### src/design/fsmq_ram.sv
module fsmq_ram #(
    parameter int DATA_W = 8,
    parameter int ADDR_W = 4
) (
    input  logic              clk,
    input  logic              we,
    input  logic [ADDR_W-1:0] waddr,
    input  logic [DATA_W-1:0] wdata,
    input  logic              re,
    input  logic [ADDR_W-1:0] raddr,
    output logic [DATA_W-1:0] q
);

    logic [DATA_W-1:0] mem [0:(1 << ADDR_W)-1];

    always_ff @(posedge clk)
    begin
        if (we)
        begin
            mem[waddr] <= wdata;
        end
    end

    // Read data holds while no read is issued
    always_ff @(posedge clk)
    begin
        if (re)
        begin
            q <= mem[raddr];
        end
    end

endmodule

### config.mk
export PLATFORM = sky130hd
export DESIGN_NAME = fsmq_ram
export DESIGN_NICKNAME = d
export VERILOG_FILES = /design/src/design/fsmq_ram.sv
export SDC_FILE = /design/constraint.sdc
export NUM_CORES = 1
export LEC_CHECK = 0
export BUFFER_PORTS_ARGS = -buffer_cell sky130_fd_sc_hd__buf_2
export CELL_PAD_IN_SITES_DETAIL_PLACEMENT = 1
export CELL_PAD_IN_SITES_GLOBAL_PLACEMENT = 1
export CORE_AREA = 2 2 111 113
export DETAILED_ROUTE_END_ITERATION = 10
export DIE_AREA = 0 0 113 115
export PLACE_DENSITY_LB_ADDON = 0.3
export SLEW_MARGIN = 20
export SYNTH_ARGS = -nofsm -noshare
export SYNTH_HDL_FRONTEND = slang
export SYNTH_SLANG_ARGS = --single-unit
### constraint.sdc
create_clock -name clk -period 2.3 [get_ports clk]
set_clock_uncertainty 0.2 [all_clocks]
set_input_delay 0.115 -clock clk [delete_from_list [all_inputs] [get_ports clk]]
set_output_delay 0.115 -clock clk [all_outputs]
set_load 0.02 [all_outputs]
==> results.md <==
- Status: finished, violations left
- Failing checks: DRC
- Most frequent cells in the layout: edfxtp_1, buf_2, mux4_2, buf_4, clkbuf_16
- Worst setup SP type: flop
- Layout cells sized above 1: 28.6%
- Post-synthesis sequential area ratio: 78.1%
- Final Util: 52.6%
- Setup violations, final: 0
- Syn Inst Count: 229
- Core ar.: 0.0118 mm²
- Io pins: 27
- Worst skew pair latency: roughly 0.4 ns
- Critical Path Fanout Max: 1
- Via density: 5.61
- RSZ-0062 raised after global routing: false
- ANT nets after route: 0
- Nets: 312
- Fin. Hold Viols: 0
- Leakage: 0.00210 µW
- Largest net degree at the start of global routing: 33
- Most common cell after layout, fill and taps aside: edfxtp_1
- # diodes: 0
- Yosys reg bits: 136
- Drc violations: 3
- CTS tree: built
- 1st-pass router iterations: 8
- Post-DR wirelength/cell: 23.5 µm
- Initial core utilization: ~44%
- Crit path DAT: 1.66 ns
- Setup TNS: 0 ns
- Slew Limit Fails: 0
- Gpl congestion: ~0.69
- Die width: 113 µm
- Yosys Warn Count: 0
- Number of global-route vias before repair: 2,693
- 1st-iter DRT viols: 184
- Power density over the cells: slightly below 900 mW/mm²
- Mapped Nets: roughly 250
- Top cells by area, synth: edfxtp_1, mux4_2, mux4_1
- Synth area leader: edfxtp_1
- Grt ovf: 0
- WS Path Type: flop to flop
- Root Buffer: clkbuf_16
- Total Routing Usage GR: 17.8%
- Vias: around 2,500
- Row count: 40
- Period minus WS final: 1.72 ns
- Detailed-route wire length: between 10,000 and 15,000 µm
- Initial antenna violation count: 0
- Cell area after synthesis: 0.00523 mm²
- CTS H-tree lvls: 4
- Top-area cell type share of the netlist area: 78.1%
- Fill cells: 1,033
- Relative slew margins: roughly half
- Die ar.: 0.0130 mm²
- Area grow syn2layout: 18.9%
- Worst slew pin tran: 0.738 ns
- Clock slew at reported path FFs: about 0.05 ns
- CP required: 2.24 ns
- IO Port Bufs: 26
- First-pass GRT wire length: 16,400 µm
- Clock sink count: 136
- Yosys cell types: 18
- Peak supply drop: 510 µV
- Max Cap Violations: 0
- Max Clk Rate: 582 MHz
- Maximum buffer depth of the clock tree: 2
- Die H: 115 µm
- Power, Total: 5400 µW
- HP Class: input port to flop
- Crit end category: flop
- Mean post-synth cell area: 22.8 µm²
- Crit share post-route: 74.7%
- Detailed placement HPWL: 6850 µm
- CTS Buf Count: 17
metal layers:
layer | global-route usage (%) | routed length (µm)
met2 | 29.9 | 5480
met3 | 3.90 | 452
met1 | 23.2 | 4450
met5 | 0 | 0
met4 | 6.10 | 140
synthesized netlist by cell type:
cell type        instances
nand3_1                  1
nand2_1                  9
mux4_2                  18
clkdlybuf4s25_2          3
buf_4                    1
a22oi_1                 16
and2b_1                  1
and2_1                   1
mux4_1                  14
edfxtp_1               136
buf_2                    3
nor2b_1                  1
nand3b_1                 2
nor2_1                  13
buf_6                    3
nor3_1                   4
or3b_2                   1
nand2b_1                 2
kinds of logic (layout without fill, tap and decap cells):
family                 Yosys count  in the layout  share of synthesized area, %
AOI/OAI and AO/OA               16             16                          2.30
DFF                            136            136                          78.1
muxes                           32             32                          14.8
buffers and inverters           10             82                          1.65
and+or+nand+nor                 35             35                          3.14
critical path, stage by stage, from the launching register on:
cell,delay (ns)
edfxtp_1,0.38
mux4_1,0.54
a22oi_1,0.25
nand2_1,0.09
registers in the layout, indices dropped and copies added, names as in the netlist:
register / flops
mem: 128
q: 8
cell type report:
class / instances / area [µm²] / share of cell area, %
Timing Repair Buffer: 55 / 395 / 6.36
Clock buffer: 20 / 437 / 7.02
Multi-Input combinational cell: 83 / 1060 / 17.0
Clock inverter: 7 / 58.8 / 0.946
Tap cell: 147 / 184 / 2.96
Sequential cell: 136 / 4080 / 65.7
per-stage QoR:
step | instances | instance area (µm²) | worst slack, ns | hold slack, ns
floorplan | 229 | 5230 | 0.492 | 0.0139
finish | 448 | 6220 | 0.582 | 0.0887
global placement | 412 | 5630 | 0.406 | 0.302
global route | 448 | 6220 | 0.521 | 0.107
detailed placement | 412 | 5630 | 0.372 | 0.318
CTS | 448 | 6220 | 0.565 | 0.0642
repair_timing:
| item | in CTS | in global routing |
|---|---|---|
| hold endpoints to repair | 136 | 0 |
| setup endpoints to repair | 0 | 0 |
| resized for setup | 0 | 0 |
| hold buffers | 9 | 0 |
| setup buffers | 0 | 0 |
where the power goes:
group | total [µW] | internal [µW] | switching, µW
Clock | 2310 | 1440 | 870
Combinational | 281 | 120 | 161
Sequential | 2810 | 2800 | 16.5
Total | 5400 | 4350 | 1050
path summary, 6_finish.rpt:
check | startpoint | endpoint | slack (ns) | depth (start not counted)
max | mem[1][5] | q[5] | 0.58 | 3
min | waddr[1] | mem[8][6] | 0.09 | 3
max reg2reg | mem[1][5] | q[5] | 0.58 | 3
min reg2reg | mem[15][0] | q[0] | 0.56 | 3
Power figures use the tool's default switching activity.
