--- src/design/fsmq_pkg.sv ---
package fsmq_pkg;

    // Field and register widths fixed by the interface
    localparam int ACTION_W    = 2;
    localparam int BYTE_W      = 8;
    localparam int SIZE_W      = 7;
    localparam int STATUS_W    = 3;
    localparam int CFG_W       = 7;
    localparam int CFG_IDX_W   = 1;
    localparam int MAX_MSG_W   = 7;
    localparam int SLOTS_CFG_W = 5;

    // Parameter defaults
    localparam int DEF_SLOTS      = 16;
    localparam int DEF_SLOT_BYTES = 64;

    // Configuration register reset values
    localparam logic [MAX_MSG_W-1:0]   MAX_MSG_RST = 7'd64;
    localparam logic [SLOTS_CFG_W-1:0] SLOTS_RST   = 5'd16;

    // Configuration register indexes
    localparam logic [CFG_IDX_W-1:0] CFG_MAX_MSG      = 1'b0;
    localparam logic [CFG_IDX_W-1:0] CFG_SLOTS_IN_USE = 1'b1;

    typedef enum logic [ACTION_W-1:0] {
        ACT_PUSH   = 2'd0,
        ACT_COMMIT = 2'd1,
        ACT_READ   = 2'd2,
        ACT_CLEAR  = 2'd3
    } action_t;

    typedef enum logic [STATUS_W-1:0] {
        ST_ACCEPTED = 3'd0,
        ST_FULL     = 3'd1,
        ST_TOO_LONG = 3'd2,
        ST_EMPTY    = 3'd3,
        ST_BYTE     = 3'd4,
        ST_ZERO     = 3'd5,
        ST_DISCARD  = 3'd6,
        ST_CLEARED  = 3'd7
    } status_t;

    typedef enum logic [1:0] {
        S_IDLE,
        S_RD_SIZE,
        S_RD_BYTES
    } state_t;

endpackage

--- src/design/fsmq_ctrl.sv ---
module fsmq_ctrl #(
    parameter int SLOTS      = fsmq_pkg::DEF_SLOTS,
    parameter int SLOT_BYTES = fsmq_pkg::DEF_SLOT_BYTES,
    parameter int PTR_W      = $clog2(SLOTS),
    parameter int OFF_W      = (SLOT_BYTES > 1) ? $clog2(SLOT_BYTES) : 1,
    parameter int CNT_W      = $clog2(SLOT_BYTES + 1)
) (
    input  logic                              clk,
    input  logic                              rst_n,
    input  logic                              cfg_we,
    input  logic [fsmq_pkg::CFG_IDX_W-1:0]    cfg_index,
    input  logic [fsmq_pkg::CFG_W-1:0]        cfg_data,
    input  logic                              in_valid,
    output logic                              in_stall,
    input  logic [fsmq_pkg::ACTION_W-1:0]     action,
    input  logic [fsmq_pkg::BYTE_W-1:0]       data_byte,
    input  logic [fsmq_pkg::SIZE_W-1:0]       read_limit,
    output logic                              out_valid,
    input  logic                              out_stall,
    output logic [fsmq_pkg::STATUS_W-1:0]     status,
    output logic [fsmq_pkg::BYTE_W-1:0]       byte_out,
    output logic [fsmq_pkg::SIZE_W-1:0]       message_size,
    output logic                              last,
    output logic                              bwe,
    output logic [PTR_W+OFF_W-1:0]            bwaddr,
    output logic [fsmq_pkg::BYTE_W-1:0]       bwdata,
    output logic                              bre,
    output logic [PTR_W+OFF_W-1:0]            braddr,
    input  logic [fsmq_pkg::BYTE_W-1:0]       bq,
    output logic                              swe,
    output logic [PTR_W-1:0]                  swaddr,
    output logic [CNT_W-1:0]                  swdata,
    output logic                              sre,
    output logic [PTR_W-1:0]                  sraddr,
    input  logic [CNT_W-1:0]                  sq
);

    localparam int LEN_W = $clog2(SLOTS + 1);
    localparam int RL_W  = (LEN_W > fsmq_pkg::SLOTS_CFG_W) ? LEN_W : fsmq_pkg::SLOTS_CFG_W;

    fsmq_pkg::state_t  state_reg, state_next;
    fsmq_pkg::status_t status_reg, status_next;

    logic [PTR_W-1:0]                   head_reg, head_next;
    logic [PTR_W-1:0]                   tail_reg, tail_next;
    logic [CNT_W-1:0]                   cnt_reg, cnt_next;
    logic                               ovf_reg, ovf_next;
    logic [fsmq_pkg::MAX_MSG_W-1:0]     max_reg, max_next;
    logic [fsmq_pkg::SLOTS_CFG_W-1:0]   n_reg, n_next;
    logic                               out_valid_reg, out_valid_next;
    logic [fsmq_pkg::SIZE_W-1:0]        size_reg, size_next;
    logic                               last_reg, last_next;
    logic [PTR_W-1:0]                   rd_slot_reg, rd_slot_next;
    logic [fsmq_pkg::SIZE_W-1:0]        limit_reg, limit_next;
    logic [CNT_W-1:0]                   idx_reg, idx_next;
    logic [CNT_W-1:0]                   rd_size_reg, rd_size_next;

    logic                               out_free;
    logic                               accept;
    fsmq_pkg::action_t                  act;
    logic [fsmq_pkg::MAX_MSG_W-1:0]     eff_max;
    logic [RL_W-1:0]                    n_ext;
    logic [RL_W-1:0]                    ring_len;
    logic [PTR_W-1:0]                   tail_adv;
    logic [PTR_W-1:0]                   head_adv;
    logic [CNT_W-1:0]                   rd_sz;
    logic                               rd_over;
    logic [CNT_W-1:0]                   idx_inc;
    logic [CNT_W-1:0]                   cnt_inc;

    function automatic logic [PTR_W-1:0] adv(input logic [PTR_W-1:0] p,
                                             input logic [RL_W-1:0] len);
        logic [RL_W-1:0] q;
        begin
            q = RL_W'(p) + RL_W'(1);
            return (q >= len) ? '0 : q[PTR_W-1:0];
        end
    endfunction

    assign out_free = !out_valid_reg || !out_stall;
    assign in_stall = !((state_reg == fsmq_pkg::S_IDLE) && out_free);
    assign accept   = in_valid && !in_stall;
    assign act      = fsmq_pkg::action_t'(action);

    assign eff_max  = (max_reg > fsmq_pkg::MAX_MSG_W'(SLOT_BYTES))
                      ? fsmq_pkg::MAX_MSG_W'(SLOT_BYTES) : max_reg;
    assign n_ext    = RL_W'(n_reg);
    assign ring_len = (n_ext < RL_W'(2)) ? RL_W'(2)
                      : ((n_ext > RL_W'(SLOTS)) ? RL_W'(SLOTS) : n_ext);
    assign tail_adv = adv(tail_reg, ring_len);
    assign head_adv = adv(head_reg, ring_len);

    assign rd_sz    = (sq > CNT_W'(SLOT_BYTES)) ? CNT_W'(SLOT_BYTES) : sq;
    assign rd_over  = fsmq_pkg::SIZE_W'(rd_sz) > limit_reg;
    assign idx_inc  = idx_reg + CNT_W'(1);
    assign cnt_inc  = cnt_reg + CNT_W'(1);

    assign out_valid    = out_valid_reg;
    assign status       = status_reg;
    assign message_size = size_reg;
    assign last         = last_reg;
    assign byte_out     = (status_reg == fsmq_pkg::ST_BYTE) ? bq : '0;

    // Next state
    always_comb
    begin
        state_next = state_reg;
        unique case (state_reg)
            fsmq_pkg::S_IDLE:
            begin
                if (accept && (act == fsmq_pkg::ACT_READ) && (head_reg != tail_reg))
                begin
                    state_next = fsmq_pkg::S_RD_SIZE;
                end
            end
            fsmq_pkg::S_RD_SIZE:
            begin
                if (out_free)
                begin
                    if (rd_over || (rd_sz <= CNT_W'(1)))
                    begin
                        state_next = fsmq_pkg::S_IDLE;
                    end
                    else
                    begin
                        state_next = fsmq_pkg::S_RD_BYTES;
                    end
                end
            end
            fsmq_pkg::S_RD_BYTES:
            begin
                if (out_free && (idx_inc == rd_size_reg))
                begin
                    state_next = fsmq_pkg::S_IDLE;
                end
            end
            default:
            begin
                state_next = fsmq_pkg::S_IDLE;
            end
        endcase
    end

    // Datapath, memory requests and result register
    always_comb
    begin
        head_next      = head_reg;
        tail_next      = tail_reg;
        cnt_next       = cnt_reg;
        ovf_next       = ovf_reg;
        max_next       = max_reg;
        n_next         = n_reg;
        out_valid_next = out_valid_reg;
        status_next    = status_reg;
        size_next      = size_reg;
        last_next      = last_reg;
        rd_slot_next   = rd_slot_reg;
        limit_next     = limit_reg;
        idx_next       = idx_reg;
        rd_size_next   = rd_size_reg;

        bwe    = 1'b0;
        bwaddr = {tail_reg, cnt_reg[OFF_W-1:0]};
        bwdata = data_byte;
        bre    = 1'b0;
        braddr = {rd_slot_reg, idx_reg[OFF_W-1:0]};
        swe    = 1'b0;
        swaddr = tail_reg;
        swdata = cnt_reg;
        sre    = 1'b0;
        sraddr = head_reg;

        if (out_valid_reg && !out_stall)
        begin
            out_valid_next = 1'b0;
        end

        if (cfg_we)
        begin
            unique case (cfg_index)
                fsmq_pkg::CFG_MAX_MSG:      max_next = cfg_data;
                fsmq_pkg::CFG_SLOTS_IN_USE: n_next   = cfg_data[fsmq_pkg::SLOTS_CFG_W-1:0];
                default:                    max_next = max_reg;
            endcase
        end

        unique case (state_reg)
            fsmq_pkg::S_IDLE:
            begin
                if (accept)
                begin
                    out_valid_next = 1'b1;
                    last_next      = 1'b1;
                    unique case (act)
                        fsmq_pkg::ACT_PUSH:
                        begin
                            if (!ovf_reg && (fsmq_pkg::MAX_MSG_W'(cnt_reg) < eff_max))
                            begin
                                bwe         = 1'b1;
                                cnt_next    = cnt_inc;
                                status_next = fsmq_pkg::ST_ACCEPTED;
                                size_next   = fsmq_pkg::SIZE_W'(cnt_inc);
                            end
                            else
                            begin
                                ovf_next    = 1'b1;
                                status_next = fsmq_pkg::ST_TOO_LONG;
                                size_next   = fsmq_pkg::SIZE_W'(cnt_reg);
                            end
                        end
                        fsmq_pkg::ACT_COMMIT:
                        begin
                            size_next = fsmq_pkg::SIZE_W'(cnt_reg);
                            if (ovf_reg)
                            begin
                                status_next = fsmq_pkg::ST_TOO_LONG;
                            end
                            else if (tail_adv == head_reg)
                            begin
                                status_next = fsmq_pkg::ST_FULL;
                            end
                            else
                            begin
                                swe         = 1'b1;
                                tail_next   = tail_adv;
                                status_next = fsmq_pkg::ST_ACCEPTED;
                            end
                            cnt_next = '0;
                            ovf_next = 1'b0;
                        end
                        fsmq_pkg::ACT_READ:
                        begin
                            if (head_reg == tail_reg)
                            begin
                                status_next = fsmq_pkg::ST_EMPTY;
                                size_next   = '0;
                            end
                            else
                            begin
                                // Size lookup first; the result follows from S_RD_SIZE once the output is free
                                out_valid_next = out_valid_reg && out_stall;
                                sre            = 1'b1;
                                rd_slot_next   = head_reg;
                                head_next      = head_adv;
                                limit_next     = read_limit;
                                idx_next       = '0;
                            end
                        end
                        fsmq_pkg::ACT_CLEAR:
                        begin
                            head_next   = '0;
                            tail_next   = '0;
                            cnt_next    = '0;
                            ovf_next    = 1'b0;
                            status_next = fsmq_pkg::ST_CLEARED;
                            size_next   = '0;
                        end
                        default:
                        begin
                            status_next = fsmq_pkg::ST_CLEARED;
                        end
                    endcase
                end
            end
            fsmq_pkg::S_RD_SIZE:
            begin
                if (out_free)
                begin
                    out_valid_next = 1'b1;
                    last_next      = 1'b1;
                    if (rd_over)
                    begin
                        status_next = fsmq_pkg::ST_DISCARD;
                        size_next   = fsmq_pkg::SIZE_W'(rd_sz);
                    end
                    else if (rd_sz == '0)
                    begin
                        status_next = fsmq_pkg::ST_ZERO;
                        size_next   = '0;
                    end
                    else
                    begin
                        // First byte; idx is zero here
                        bre          = 1'b1;
                        status_next  = fsmq_pkg::ST_BYTE;
                        size_next    = fsmq_pkg::SIZE_W'(rd_sz);
                        last_next    = (rd_sz == CNT_W'(1));
                        rd_size_next = rd_sz;
                        idx_next     = idx_inc;
                    end
                end
            end
            fsmq_pkg::S_RD_BYTES:
            begin
                if (out_free)
                begin
                    bre            = 1'b1;
                    out_valid_next = 1'b1;
                    status_next    = fsmq_pkg::ST_BYTE;
                    size_next      = fsmq_pkg::SIZE_W'(rd_size_reg);
                    last_next      = (idx_inc == rd_size_reg);
                    idx_next       = idx_inc;
                end
            end
            default:
            begin
                out_valid_next = out_valid_reg;
            end
        endcase
    end

    always_ff @(posedge clk or negedge rst_n)
    begin
        if (!rst_n)
        begin
            state_reg     <= fsmq_pkg::S_IDLE;
            head_reg      <= '0;
            tail_reg      <= '0;
            cnt_reg       <= '0;
            ovf_reg       <= 1'b0;
            max_reg       <= fsmq_pkg::MAX_MSG_RST;
            n_reg         <= fsmq_pkg::SLOTS_RST;
            out_valid_reg <= 1'b0;
        end
        else
        begin
            state_reg     <= state_next;
            head_reg      <= head_next;
            tail_reg      <= tail_next;
            cnt_reg       <= cnt_next;
            ovf_reg       <= ovf_next;
            max_reg       <= max_next;
            n_reg         <= n_next;
            out_valid_reg <= out_valid_next;
        end
    end

    always_ff @(posedge clk)
    begin
        status_reg  <= status_next;
        size_reg    <= size_next;
        last_reg    <= last_next;
        rd_slot_reg <= rd_slot_next;
        limit_reg   <= limit_next;
        idx_reg     <= idx_next;
        rd_size_reg <= rd_size_next;
    end

endmodule

--- config.mk ---
export PLATFORM = sky130hd
export DESIGN_NAME = fsmq_ctrl
export DESIGN_NICKNAME = d
export VERILOG_FILES = /design/src/design/fsmq_pkg.sv /design/src/design/fsmq_ctrl.sv
export SDC_FILE = /design/constraint.sdc
export NUM_CORES = 1
export LEC_CHECK = 0
export ABC_AREA = 1
export BUFFER_PORTS_ARGS = -buffer_cell sky130_fd_sc_hd__buf_2
export CAP_MARGIN = 20
export CORE_ASPECT_RATIO = 1.4
export CORE_MARGIN = 4
export CORE_UTILIZATION = 31
export CTS_CLUSTER_DIAMETER = 80
export DETAILED_ROUTE_END_ITERATION = 8
export PLACE_DENSITY = 0.6
export SLEW_MARGIN = 20
export SYNTH_ARGS = -nofsm -noshare
export SYNTH_HDL_FRONTEND = slang
export SYNTH_SLANG_ARGS = --single-unit
--- constraint.sdc ---
create_clock -name clk -period 3.85 [get_ports clk]
set_input_delay 0.77 -clock clk [delete_from_list [all_inputs] [get_ports clk]]
set_output_delay 0.77 -clock clk [all_outputs]
set_load 0.05 [all_outputs]
==> results.toml, run 1 <==
[die]
die_area_sq_um = 16900
dieWidth_um = 111
coreArea_sq_um = 14500
io_pins = 113
die_h_um = 152
rows = 52
start_util_pct = 31.7

[cells_and_area]
area_delta_synth_final_pct = 18.3
layout-drive-gt1-share_pct = 22.4
design_area_sq_um = 5430
finalNetCount = 728
diodes = 0

[placement]
placed_area_sq_um = 5110
dp_hpwl_um = 8880
place_congestion = 0.860
portBuffers = 96

[synthesis]
synthXorXnorAreaFrac_pct = 3.02
yosys-top-cells-area = "edfxtp_1 (24%), dfrtp_1 (16%), nand2_1 (11%), ha_1 (8.7%), inv_1 (6.5%)"
syn_nets = 650
synth_mux_area_share_pct = 0.245
ys_ff_latch = 67
yosys.area_share.adder_pct = 8.72
synth_compound_area_share_pct = 8.72
postSynthAreaPerCell_sq_um = 8.02
yosys.area_share.simple_pct = 26.9
yosysSeqAreaShare_pct = 40.5
yosysTopAreaCell = "edfxtp_1"
yosys_warnings = 0
syn_area_sq_um = 4590
synth_top_family_by_area = "simple AND/OR/NAND/NOR gates"
synth_cells = 573
ys_types = 42
yosys.area.top_type_share_pct = 23.5

[sta]
fmax_mhz = 277
finalCritPeriodShare_pct = 93.7
setup_viol = 0
timing.slew.headroom_pct = 46.7
period_needed_ns = 3.61
finalHoldViolations = 0
fin_setup_tns_ns = 0
finClkSkew_ns = 0.00464
slew_viol_final = 0
worst_pin_slew_ns = 0.796
rsz0062_at_grt = "no"

[power]
p_per_area_nw_per_um2 = 790
swShare_pct = 49.2
p_leak_nw = 2.73
internal_power_mw = 2.18
power_frac_clock_pct = 20.2
switching_power_mw = 2.11
combinationalPowerShare_pct = 51.4
ir_worst_vdd_v = 0.000378
p_seq_share_pct = 28.4

[cts]
post_cts_buffers = 0
clock_sinks = 67
clockBufferDepth = 2
cts_made_buffers = 9
hold_buffers = 0
clock-root-buffer = "clkbuf_16"
cts_tree = "built"
insertion_delay_ns = 0.33
clk_pin_slew_worst_paths_ns = 0.05
htree_levels = 3

[global_routing]
track_usage_pct = 13.4
grt_first_pass_wirelength_um = 18400
grt_pass1_vias = 3746
antenna_found_initial = 0
grt.overflow.total = 0
grt_start_max_net_pins = 32

[routing]
drt_first_pass_iters = 5
ant_nets = 0
wl_per_cell_um = 13.1
drc = 0
drtIter0Drc = 148
routed_wl_um = 11100
avgViaCountPerCell = 4.64
num_vias = 3918

[setup_path]
arrival_ns = 2.84
reg2reg_depth = 12
start_kind = "primary input"
cp.required_ns = 3.08
path_class = "in2out"
reg2reg_slack_ns = 0.97
reg2reg_to = "message_size[6]"
worstSetupEndpointType = "output port"
crit_fanout = 5
reg2reg_from = "max_reg[5]"

[worst_hold_path]
worstHoldPathType = "in2async"

[outcome]
outcome = "finished, final reports clean"

[run]
cap_violations = 0
stage by stage:
| step | hold WS (ns) | std cells | total power, mW | setup slack (ns) | util, % |
|---|---|---|---|---|---|
| after floorplan | 0.453 | 573 | 3.05 | 0.293 | - |
| after global placement | 0.471 | 829 | 3.45 | 0.235 | 35.2 |
| after detailed placement | 0.473 | 829 | 3.46 | 0.223 | 35.2 |
| after CTS | 0.488 | 845 | 4.34 | 0.191 | 37.4 |
| after global routing | 0.511 | 845 | 4.60 | 0.0186 | 37.4 |
| final | 0.487 | 845 | 4.29 | 0.244 | 37.4 |
synth_stat cells, drive strengths merged:
| library cell | n |
|---|---|
| nand3 | 45 |
| nor3 | 9 |
| edfxtp | 36 |
| nand2 | 148 |
| or4 | 1 |
| a211oi | 2 |
| clkbuf | 4 |
| ha | 32 |
| o31ai | 1 |
| dfstp | 2 |
| xnor2 | 5 |
| o21a | 2 |
| inv | 82 |
| mux2 | 1 |
| o211ai | 3 |
| buf | 29 |
| o22ai | 2 |
| and3 | 2 |
| nand4 | 16 |
| dfrtp | 29 |
| nor2 | 56 |
| o21ai | 39 |
| a21o | 2 |
| xor2 | 10 |
| a221oi | 1 |
| a31oi | 1 |
| a21oi | 13 |
metal layers:
layer / wire (um) / global-route usage, %
met2: 5450 / 23.5
met3: 606 / 3.10
met4: 324 / 6.10
met5: 0 / 0
met1: 4670 / 15.3
power by group through the flow:
| stage | Clock [mW] | Sequential, mW | Combinational [mW] |
|---|---|---|---|
| 4_1_cts | 0.886 | 1.23 | 2.23 |
| 3_3_place_gp | 0 | 1.23 | 2.21 |
| 3_5_place_dp | 0 | 1.24 | 2.22 |
| 2_1_floorplan | 0 | 1.56 | 1.49 |
| 5_1_grt | 0.909 | 1.26 | 2.44 |
| 6_report | 0.866 | 1.22 | 2.20 |
area by class of cell:
type / count / area [sq um]
clock buffers: 15 / 288
clock inverters: 1 / 30.0
fillers: 1541 / 9080
inverters: 82 / 308
multi-input cells: 391 / 2200
flip-flops and latches: 67 / 1860
well taps: 189 / 236
repair buffers: 100 / 513
cell families (layout without fill, tap and decap cells):
logic type,count (synthesis),count (layout)
AOI/OAI and AO/OA,66,66
DFF,67,67
muxes,1,1
and+or+nand+nor,277,277
adders and majority gates,32,32
xor gates and xnor gates,15,15
buffers and inverters,115,198
timing repair:
action	4_1_cts	5_1_grt
resized for setup	0	2
endpoints found under the hold margin	0	0
endpoints found under the setup margin	0	1
cells in the final DEF, fill, tap and decap left out, types with 5 or more instances in the layout:
cell type  netlist  layout
buf_4           24       5
clkbuf_16        0       9
ha_1            32      32
nand3_1         41      41
xnor2_1          5       5
nand4_1         16      16
buf_2            2      95
a21oi_1         11      11
nand2_2          9       9
nor3_1           8       7
nor2_1          51      51
dfrtp_1         29      29
xor2_1           9       9
inv_1           80      80
nand2_1        138     138
edfxtp_1        36      36
o21ai_0         33      33
worst max-delay path by stage:
stage	from	end	slack [ns]	depth (start not counted)
6_report	sq[0]	bre	0.24	15
5_1_grt	max_reg[5]	bwe	0.02	9
4_1_cts	max_reg[5]	bwe	0.19	9
3_5_place_dp	sq[0]	bre	0.22	15
3_3_place_gp	sq[0]	bre	0.24	15
2_1_floorplan	swaddr[0]	swe	0.29	10
worst max-delay path: stages:
cell and delay (ns):
buf_2 0.10, nor2_1 0.14, nand3_1 0.10, nand2_1 0.09, inv_1 0.08, nor2_1 0.20, ha_1 0.30, a21oi_1 0.13
o21ai_0 0.08, nand2_1 0.06, nand3_1 0.07, nand2_1 0.13, nand3_1 0.12, a211oi_2 0.23, buf_4 0.24
Note: power is estimated with default switching activity, not from simulation.
==> run 2, diff against run 1 <==
--- a/config.mk
+++ b/config.mk
@@ -13,6 +13,7 @@
 export CORE_UTILIZATION = 31
 export CTS_CLUSTER_DIAMETER = 80
 export DETAILED_ROUTE_END_ITERATION = 8
+export GPL_TIMING_DRIVEN = 0
 export PLACE_DENSITY = 0.6
 export SLEW_MARGIN = 20
 export SYNTH_ARGS = -nofsm -noshare
==> constraint.sdc (replaced) <==
create_clock -name clk -period 4.1 [get_ports clk]
set_input_delay 0.82 -clock clk [delete_from_list [all_inputs] [get_ports clk]]
set_output_delay 0.82 -clock clk [all_outputs]
set_load 0.05 [all_outputs]
==> results.toml, run 2 (synthesis gave the netlist of run 1 again) <==
[outcome]
outcome = "finished, final reports clean"

[setup_path]
reg2reg_from = "max_reg[5]"
arrival_ns = 3.16
cp-endpoint = "bwe"
cp_num_buf_inv = 2
start_kind = "register"
worst-path-stages = 10
cp.required_ns = 3.28
reg2reg_depth = 13
reg2reg_to = "message_size[3]"
path_class = "reg2out"
crit_chain = "or4_1 > o31ai_1 > nand2_1 > ha_1 > a21o_1 > a31oi_4 > nand3_2 > buf_6 > nor3_1 > buf_2"
critPathTopFamily = "simple AND/OR/NAND/NOR gates"
slowest_delay_ns = 0.51
crit_slowest_cell = "or4_1"
crit_fanout = 10
worstSetupEndpointType = "output port"
critPathLaunch = "max_reg[5]"
reg2reg_slack_ns = 1.27

[placement]
dp_slack_ns = 0.210
portBuffers = 104
place_congestion = 0.883
dp_hpwl_um = 9130
placed_area_sq_um = 5350

[cells_and_area]
design_area_sq_um = 5640
fillers = 1538
final_cell_mix = "nand2_1 (138), buf_2 (106), inv_1 (80), nor2_1 (50), nand3_1 (41)"
layout-drive-gt1-share_pct = 25.5
area_delta_synth_final_pct = 22.8
diodes = 0
finalNetCount = 765
layout_commonest_cell = "nand2_1"

[die]
rows = 52
start_util_pct = 31.7
coreArea_sq_um = 14500
io_pins = 113
die_area_sq_um = 16900
dieWidth_um = 111
die_h_um = 152

[global_routing]
antenna_found_initial = 0
grt_first_pass_wirelength_um = 18600
track_usage_pct = 13.3
grt_start_max_net_pins = 32
grt.overflow.total = 0
grt_pass1_vias = 3928

[routing]
drtIter0Drc = 170
avgViaCountPerCell = 4.54
routed_wl_um = 11300
num_vias = 4006
ant_nets = 0
drc = 0
drt_first_pass_iters = 4
wl_per_cell_um = 12.8

[sta]
rsz0062_at_grt = "no"
timing.final.ws_setup_ns = 0.125
setup_viol = 0
slew_viol_final = 0
finClkSkew_ns = 0.00567
period_needed_ns = 3.98
worst_pin_slew_ns = 0.989
timing.slew.headroom_pct = 33.6
finalHoldViolations = 0
finalCritPeriodShare_pct = 97.0
fin_setup_tns_ns = 0
fmax_mhz = 252

[cts]
htree_levels = 3
clock_sinks = 67
cts.repair.resized = 0
insertion_delay_ns = 0.33
clock-root-buffer = "clkbuf_16"
clk_pin_slew_worst_paths_ns = 0.05
cts_made_buffers = 9
cts_tree = "built"
clockBufferDepth = 2
hold_buffers = 0
post_cts_buffers = 0

[power]
ir_worst_vdd_v = 0.000316
p_leak_nw = 2.87
p_per_area_nw_per_um2 = 726
finalPower_mw = 4.09

[worst_hold_path]
worstHoldPathType = "reg2reg"

[run]
cap_violations = 0
## run 2: cell count changes in the layout (fill, tap and decap cells not counted), sizes merged
cell,change
buf,+33
clkbuf,+3
clkinv,+1
## run 2: layout make-up
type / instances / area (sq um) / area share [%]
flip-flops and latches: 67 / 1860 / 33.0
inverters: 82 / 308 / 5.46
clock buffers: 14 / 254 / 4.50
well taps: 189 / 236 / 4.19
plain buffers: 33 / 239 / 4.24
clock inverters: 2 / 35.0 / 0.621
repair buffers: 104 / 520 / 9.23
multi-input cells: 391 / 2190 / 38.8
## run 2: worst min-delay path by stage
stage	slack [ns]	cells after the start	end	startpoint
2_1_floorplan	0.45	2	n_ext[0]	n_ext[0]
3_3_place_gp	0.47	2	n_ext[0]	n_ext[0]
3_5_place_dp	0.48	2	n_ext[0]	n_ext[0]
4_1_cts	0.49	2	n_ext[0]	n_ext[0]
5_1_grt	0.51	2	n_ext[0]	n_ext[0]
6_report	0.49	2	n_ext[0]	n_ext[0]
## run 2: worst min-delay path, delay by kind of cell, from the launching register on
family / cells / cell delay (ns)
compound gates: 1 / 0.07
flops: 1 / 0.34
simple gates: 1 / 0.05
## run 2: per-stage QoR
stage	instances	hold slack, ns	utilization [%]
finish	882	0.493	38.9
global route	882	0.506	38.9
CTS	882	0.490	38.9
detailed placement	866	0.478	36.9
global placement	866	0.470	36.9
floorplan	573	0.453	-
## run 2: layer usage
metal	routed length [um]	GRT usage (%)	vias to the layer above
li1	-	-	2084
met1	4600	15.4	1789
met2	5580	22.8	109
met3	670	3.02	24
met4	429	6.98	0
met5	0	0	-
## run 2: power by group
| group | switching (mW) | internal, mW |
|---|---|---|
| combinational | 1.57 | 0.631 |
| clock | 0.275 | 0.487 |
| sequential | 0.180 | 0.953 |
| total | 2.02 | 2.07 |
==> run 3, diff against run 2 <==
--- a/config.mk
+++ b/config.mk
@@ -8,7 +8,7 @@
 export ABC_AREA = 1
 export BUFFER_PORTS_ARGS = -buffer_cell sky130_fd_sc_hd__buf_2
 export CAP_MARGIN = 20
-export CORE_ASPECT_RATIO = 1.4
+export CORE_ASPECT_RATIO = 0.9
 export CORE_MARGIN = 4
 export CORE_UTILIZATION = 31
 export CTS_CLUSTER_DIAMETER = 80
==> results.toml, run 3 (synthesis gave the netlist of run 1 again) <==
[routing]
routed_wl_um = 11200
drt_first_pass_iters = 4
drc = 0
ant_nets = 0
avgViaCountPerCell = 4.45
num_vias = 3947
wl_per_cell_um = 12.6
drtIter0Drc = 184

[cts]
clock-root-buffer = "clkbuf_16"
clock_sinks = 67
post_cts_buffers = 0
htree_levels = 3
clk_pin_slew_worst_paths_ns = 0.05
cts_made_buffers = 9
cts_tree = "built"
clockBufferDepth = 2
insertion_delay_ns = 0.34
hold_buffers = 0

[setup_path]
cp.required_ns = 3.28
arrival_ns = 3.07
start_kind = "primary input"
crit_chain = "buf_2 > nor2_1 > nand3_1 > nand2_1 > inv_1 > nor2_1 > ha_1 > a21oi_1 > o21ai_0 > nand2_1 > nand3_1 > nand2_1 > nand3_1 > a211oi_1 > clkbuf_4"
crit_fanout = 5
crit_slowest_cell = "a211oi_1"
slowest_delay_ns = 0.31
path_class = "in2out"
worstSetupEndpointType = "output port"

[power]
p_per_area_nw_per_um2 = 719
ir_worst_vdd_v = 0.000406
p_leak_nw = 2.87
finalPower_mw = 4.07

[sta]
worst_pin_slew_ns = 0.830
setup_viol = 0
fmax_mhz = 257
period_needed_ns = 3.89
fin_setup_tns_ns = 0
slew_viol_final = 0
rsz0062_at_grt = "no"
finClkSkew_ns = 0.00756
finalCritPeriodShare_pct = 94.8
timing.slew.headroom_pct = 44.5
finalHoldViolations = 0

[cells_and_area]
diodes = 0
layout-drive-gt1-share_pct = 26.5
layout_commonest_cell = "nand2_1"
area_delta_synth_final_pct = 23.3
final_core_util_pct = 39.7
final_cell_mix = "nand2_1 (138), buf_2 (104), inv_1 (80), nor2_1 (50), nand3_1 (41)"
finalNetCount = 766

[placement]
place_congestion = 0.794
portBuffers = 104
dp_hpwl_um = 8910

[global_routing]
grt_first_pass_wirelength_um = 18100
grt.overflow.total = 0
grt_pass1_vias = 3704
antenna_found_initial = 0
track_usage_pct = 13.7
grt_start_max_net_pins = 32

[die]
start_util_pct = 32.2
rows = 41
die_h_um = 123
coreArea_sq_um = 14300
die_area_sq_um = 16800
dieWidth_um = 136
io_pins = 113

[worst_hold_path]
worstHoldPathType = "reg2reg"

[run]
cap_violations = 0

[outcome]
outcome = "finished, final reports clean"
==> run 3: worst paths after layout <==
path / from / end / slack [ns] / depth (start not counted)
setup reg to reg: max_reg[5] / message_size[3] / 1.28 / 13
hold / removal: max_reg[1] / max_reg[1] / 0.51 / 2
min in group asynchronous: rst_n / swdata[5] / 0.53 / 1
hold reg to reg: max_reg[1] / max_reg[1] / 0.51 / 2
max in group asynchronous: rst_n / max_reg[0] / 3.11 / 1
setup / recovery: sq[0] / bre / 0.21 / 15
==> run 3: layout make-up <==
cell class	instances	area, sq um
clock buffer	9	225
multi-input combinational	391	2200
inverter	82	308
fill	1497	8600
sequential	67	1860
buffer	33	239
clock inverter	7	52.6
tap	193	241
timing repair buffer	105	537
==> run 3: where the power goes <==
group	internal [mW]	total, mW	switching [mW]	leakage [nW]
sequential	0.953	1.14	0.190	0.739
clock	0.413	0.728	0.315	0.136
combinational	0.637	2.20	1.56	2.00
total	2.00	4.07	2.07	2.87
==> run 3: what timing repair did <==
action | CTS | global route
hold endpoints to repair | 0 | 0
resized for setup | 0 | 5
setup endpoints to repair | 0 | 2
==> run 3: critical path: cells and delay by family <==
family / cells / cell delay, ns
and+or+nand+nor: 8 / 0.88
AOI/OAI and AO/OA: 3 / 0.56
buffers and inverters: 3 / 0.51
adders and majority gates: 1 / 0.30
==> run 3: per-layer routing <==
layer  vias to the layer above  global-route usage [%]  wire length [um]
met4                         0                    3.78               128
li1                       2092                       -                 -
met3                        11                    3.34               670
met2                        93                    22.6              5260
met1                      1751                    18.0              5120
met5                         -                       0                 0
==> run 3: per-stage QoR <==
| stage | instances | hold slack [ns] | area, sq um | setup slack [ns] |
|---|---|---|---|---|
| 2_1_floorplan | 573 | 0.453 | 4590 | 0.0314 |
| 3_3_place_gp | 870 | 0.479 | 5360 | 0.199 |
| 3_5_place_dp | 871 | 0.496 | 5370 | 0.165 |
| 4_1_cts | 887 | 0.509 | 5640 | 0.0260 |
| 5_1_grt | 887 | 0.550 | 5660 | 0.0266 |
| 6_report | 887 | 0.506 | 5660 | 0.213 |
